**config.mk**
```make
export PLATFORM = sky130hd
export DESIGN_NAME = deq_ctrl
export DESIGN_NICKNAME = d
export VERILOG_FILES = /design/src/hw/rtl/deq_pkg.sv /design/src/hw/rtl/deq_ctrl.sv
export SDC_FILE = /design/constraint.sdc
export NUM_CORES = 1
export LEC_CHECK = 0
export ABC_AREA = 1
export BUFFER_PORTS_ARGS = -buffer_cell sky130_fd_sc_hd__buf_2
export CORE_AREA = 2 2 39 41
export CTS_BUF_LIST = sky130_fd_sc_hd__clkbuf_8
export DETAILED_ROUTE_END_ITERATION = 10
export DIE_AREA = 0 0 41 43
export PLACE_DENSITY = 0.47
export SLEW_MARGIN = 20
export SYNTH_ARGS = -nofsm -noshare
export SYNTH_HDL_FRONTEND = slang
export SYNTH_SLANG_ARGS = --single-unit
```
**constraint.sdc**
```tcl
create_clock -name i_clk -period 1.25 [get_ports i_clk]
set_input_delay 0.25 -clock i_clk [delete_from_list [all_inputs] [get_ports i_clk]]
set_output_delay 0.25 -clock i_clk [all_outputs]
set_load 0.05 [all_outputs]
```
**src/hw/rtl/deq_pkg.sv**
```systemverilog
package deq_pkg;

    localparam int DEPTH_DEFAULT = 1024;
    localparam int REQ_W         = 3;
    localparam int VAL_W         = 32;
    localparam int STATUS_W      = 2;
    localparam int COUNT_W       = 11;

    typedef enum logic [REQ_W-1:0] {
        REQ_PUSH_FRONT = 3'd0,
        REQ_POP_FRONT  = 3'd1,
        REQ_PUSH_BACK  = 3'd2,
        REQ_POP_BACK   = 3'd3,
        REQ_PEEK_FRONT = 3'd4,
        REQ_PEEK_BACK  = 3'd5
    } t_req;

    typedef enum logic [STATUS_W-1:0] {
        ST_OK    = 2'd0,
        ST_EMPTY = 2'd1,
        ST_FULL  = 2'd2
    } t_status;

    // Commands from the controller to the datapath.
    typedef struct packed {
        logic latch;
        logic exec;
        logic load_data;
    } t_ctrl_cmd;

    // Status from the datapath to the controller.
    typedef struct packed {
        logic needs_read;
    } t_dp_status;

endpackage

```
**src/hw/rtl/deq_ctrl.sv**
```systemverilog
module deq_ctrl (
    input  logic                i_clk,
    input  logic                i_rst_n,
    input  logic                i_in_valid,
    input  logic                i_out_ready,
    input  deq_pkg::t_dp_status i_status,
    output logic                o_in_ready,
    output logic                o_out_valid,
    output deq_pkg::t_ctrl_cmd  o_cmd
);

    typedef enum logic [1:0] {
        S_IDLE,
        S_EXEC,
        S_RDWAIT,
        S_OUT
    } t_state;

    t_state r_state;
    logic   r_in_ready;
    logic   r_out_valid;

    always_ff @(posedge i_clk) begin
        if (!i_rst_n) begin
            r_state     <= S_IDLE;
            r_in_ready  <= 1'b1;
            r_out_valid <= 1'b0;
        end else begin
            case (r_state)
                S_IDLE: begin
                    if (i_in_valid && r_in_ready) begin
                        r_state    <= S_EXEC;
                        r_in_ready <= 1'b0;
                    end
                end
                S_EXEC: begin
                    if (i_status.needs_read) begin
                        r_state <= S_RDWAIT;
                    end else begin
                        r_state     <= S_OUT;
                        r_out_valid <= 1'b1;
                    end
                end
                S_RDWAIT: begin
                    r_state     <= S_OUT;
                    r_out_valid <= 1'b1;
                end
                S_OUT: begin
                    if (i_out_ready) begin
                        r_state     <= S_IDLE;
                        r_out_valid <= 1'b0;
                        r_in_ready  <= 1'b1;
                    end
                end
                default: begin
                    r_state     <= S_IDLE;
                    r_in_ready  <= 1'b1;
                    r_out_valid <= 1'b0;
                end
            endcase
        end
    end

    assign o_in_ready      = r_in_ready;
    assign o_out_valid     = r_out_valid;
    assign o_cmd.latch     = i_in_valid && r_in_ready;
    assign o_cmd.exec      = (r_state == S_EXEC);
    assign o_cmd.load_data = (r_state == S_RDWAIT);

`ifndef SYNTHESIS
    a_ready_xor_valid: assert property (@(posedge i_clk) disable iff (!i_rst_n)
        !(r_in_ready && r_out_valid))
        else $error("input ready while a result is pending");
    a_accept_to_exec: assert property (@(posedge i_clk) disable iff (!i_rst_n)
        (i_in_valid && r_in_ready) |=> (r_state == S_EXEC))
        else $error("accepted item did not enter execution");
`endif

endmodule

```
Word-level counts from Yosys, hierarchy flattened
Cells that the tools add are included.
{ "op_classes": {"eq_ne": 6, "muxes": 10, "n_reduce_logical": 7} }
{ "ops": {"columns": ["operator", "n"], "rows": [
  ["$pmux 2 s4", 1],
  ["$ne 2x2->1 const B", 3],
  ["$reduce_and 3->1", 2],
  ["$mux 1", 5],
  ["$eq 2x2->1 const B", 2],
  ["$mux 2", 2],
  ["$pmux 1 s3", 1],
  ["$reduce_bool 3->1", 1],
  ["$eq 2x1->1 const B", 1],
  ["$logic_not 2->1", 1],
  ["$pmux 1 s2", 1],
  ["$reduce_and 2->1", 1],
  ["$reduce_bool 2->1", 1],
  ["$logic_and 1x1->1", 1]
]} }
{ "totals": {"register_bits": 4, "input_bits": 5, "out_inout_bits": 5, "elab_cells": 26} }

Logic depth before layout (Yosys ltp)
{ "logic_depth": {"word_depth": 3, "ltp_mapped": 7, "ltp_nobuf": 7} }

Worst setup path before layout
Ideal clock, no wire load.
{ "synth_timing": {"path_kind": "register -> register", "startpoint": "register r_state[1]", "endpoint": "register r_out_valid, in the netlist o_out_valid", "setup_ns": 0.070, "t_arrival_ns": 1.301, "required_ns": 1.180, "slack_ns": -0.120, "path_stages_with_launch": 7, "path_buffers": 0, "synth_period_minus_slack_ns": 1.370, "cell_sequence": "dfxtp_1 inv_1 ha_1 a21oi_1 nand2_1 nand2_1 a21oi_1"} }
{ "synth_lines": {"columns": ["item", "line", "rtl"], "rows": [
  ["start: declaration", "deq_ctrl.sv:19", "t_state r_state;"],
  ["start signal: assignment", "deq_ctrl.sv:25", "r_state <= S_IDLE;"],
  ["start signal: assignment", "deq_ctrl.sv:32", "r_state <= S_EXEC;"],
  ["start signal: assignment", "deq_ctrl.sv:38", "r_state <= S_RDWAIT;"],
  ["end signal: assignment", "deq_ctrl.sv:27", "r_out_valid <= 1'b0;"],
  ["end signal: assignment", "deq_ctrl.sv:41", "r_out_valid <= 1'b1;"],
  ["end signal: assignment", "deq_ctrl.sv:46", "r_out_valid <= 1'b1;"],
  ["end: declaration", "deq_ctrl.sv:21", "logic r_out_valid;"]
]} }

==> results.yml <==
floorplanning:
  die_w_microns: 41
  start_util: 0.2125
  die_area_sq_um: 1763
  fp.dieH_microns: 43
  rows: 14
  ioPinCount: 10
  core_area_sq_um: 1384
placed_design:
  routabilityCongestion: 0.6620
  dp_hpwl_microns: 455.6
  dp.cells: 67
  port_buffers: 9
  dp_slack_ns: -0.007820
  place_area_sq_um: 362.8
setup_path:
  r2r_slack_ns: 0.12
  crit_fanout: 6
  worstSetupPathType: "register to output port"
  arrival_ns: 0.96
  reg2reg_from: "r_state[0]"
  worstReg2RegEnd: "r_state[1]"
  crit_required_ns: 1.00
  cpMaxStageDelayCell: "dfxtp_4"
  end_kind: "output port"
  slowest_delay_ns: 0.37
  start_kind: "register"
  crit_chain: "inv_2 > ha_4 > buf_8"
  ff2ff_path_depth: 6
pwr:
  combPwrFrac: 0.573
  p_per_area_nw_per_um2: 2786
  seq_power_share: 0.215
  switching_share: 0.4776
  peakVddDrop_uv: 1006
  switching_power_uw: 607.6
  fin_total_pwr_mw: 1.272
  intPower_uw: 664.7
  leakagePower_nw: 0.2372
  pwr-share-clk: 0.212
route:
  viasPerCell: 3.929
  wirelength_microns: 558
  num_vias: 275
  drt_iter0_drc: 2
  detail_route.first_pass.iterations: 2
  post_drt_wl_per_cell_microns: 7.971
  ant_nets: 0
  drc_errors: 0
global_routing:
  grt_usage: 0.07515
  grt_overflow: 0
  grt_pass1_wl_microns: 855
  grt_pass1_vias: 245
  antenna_found_initial: 0
  grt_max_degree: 7
synth:
  ys_seq_area_frac: 0.2723
  syn_avg_cell_area_sq_um: 7.001
  synth_top_area_frac: 0.2723
  syn-cell-area_sq_um: 294.0
  synth.area.top_cells: "dfxtp_1, ha_1, inv_1, nand2_1, nand2_2"
  netlist_instances: 42
  synth_warnings: 0
  synth_cell_types: 10
  synth_nets: 53
  synth_top_area_cell: "dfxtp_1"
  ys_ff_latch: 4
timing:
  slew_violations: 0
  max_freq_mhz: 825.2
  period_needed_ns: 1.212
  skew_ns: 0.003535
  hold_violations: 0
  grt_setup_unrepaired: "false"
  setup_ws_ns: 0.03811
  fin_crit_sh: 0.9695
  finalSetupViolations: 0
  tightestPinTransition_ns: 0.2463
  hold_slack_ns: 0.2437
  max_slew_margin: 0.8370
cts:
  root_buffer: "clkbuf_8"
  cts_made_buffers: 3
  clkLatencyLatePin_ns: 0.22
  cts_max_path_buffers: 2
  cts_tree: "done"
  cts_sinks: 4
  cts-htree-levels: 1
  clk_pin_slew_ns: 0.03
  hold_buffers: 0
hold_path:
  hold_end: "o_in_ready"
  hold_start: "i_rst_n"
  hold_path_class: "input port to register"
  hold_path_depth: 2
final_layout:
  num-nets-final: 67
  final_cell_mix: "nand2_1, inv_1, buf_2"
  layout_commonest_cell: "nand2_1"
  postLayoutCellArea_sq_um: 456.7
  fin_cells: 70
  antenna_cells: 0
  drive_gt1_frac: 0.4259
  syn2layout_area_growth_pct: 55.32
status:
  status: "complete, no violations"
job:
  drv_cap: 0
==> routing by layer <==
layer	track usage	vias to the layer above	wire length, microns
met5	0	-	0
met4	0.02000	0	0
met3	0.06283	0	33
met2	0.1063	7	281
met1	0.08307	117	243
li1	-	151	-
==> synthesized netlist by cell type <==
| cell | n |
|---|---|
| clkinv_2 | 1 |
| dfxtp_1 | 4 |
| nand3_1 | 3 |
| nand2_2 | 3 |
| ha_1 | 6 |
| nand2_1 | 9 |
| o21ai_1 | 2 |
| nor2_1 | 2 |
| a21oi_1 | 3 |
| inv_1 | 9 |
==> stage by stage <==
stage | util | TNS (ns)
final | 0.3300 | 0
after global routing | 0.3300 | 0
after CTS | 0.3165 | 0
after detailed placement | 0.2622 | -0.007820
after global placement | 0.2622 | 0
after floorplan | - | 0
==> power groups by stage <==
stage               clock network (mW)  registers [mW]  logic (mW)
finish                           0.270           0.273       0.729
global route                     0.287           0.286       0.801
CTS                              0.280           0.264       0.712
detailed placement                   0           0.248       0.642
global placement                     0           0.247       0.645
floorplan                            0           0.354       0.420
==> registers in the layout (all words and copies together) (netlist names) <==
name and flops:
r_state 2, o_out_valid 1, o_in_ready 1
==> what timing repair did <==
item	4_1_cts	5_1_grt
setup buffers	0	0
setup endpoints to repair	2	2
gates resized for setup	12	4
==> worst max-delay path, delay by kind of cell, from the launching register on <==
kind | cells | cell delay (ns)
adder cells (fa/ha/maj) | 1 | 0.17
buffers and inverters | 2 | 0.20
flip-flops | 1 | 0.37
==> worst max-delay path by stage <==
stage	slack, ns	cells past startpoint	from	to
detailed placement	-0.008	6	r_state[0]	o_in_ready
CTS	0.01	3	r_state[0]	o_cmd[0]
global route	0.01	3	r_state[1]	o_cmd[1]
finish	0.04	3	r_state[1]	o_cmd[1]
floorplan	0.03	6	r_state[1]	o_out_valid
global placement	0.008	6	r_state[0]	o_in_ready
==> logic make-up (layout without fill, tap and decap cells) <==
kind of cell | Yosys count | after routing | share of synthesized area
AND/OR/NAND/NOR | 17 | 17 | 0.2553
buffers and inverters | 10 | 22 | 0.1319
adder cells (fa/ha/maj) | 6 | 6 | 0.2553
AO/OA/AOI/OAI | 5 | 5 | 0.08509
flip-flops | 4 | 4 | 0.2724
==> final cells by class <==
cell class	count	area [sq um]
sequential	4	88.84
fill	156	927.1
inverter	10	41.29
tap	16	20.02
timing repair buffer	9	65.06
clock buffer	3	41.29
multi-input combinational	28	200.2
(Power assumes the default switching activity.)
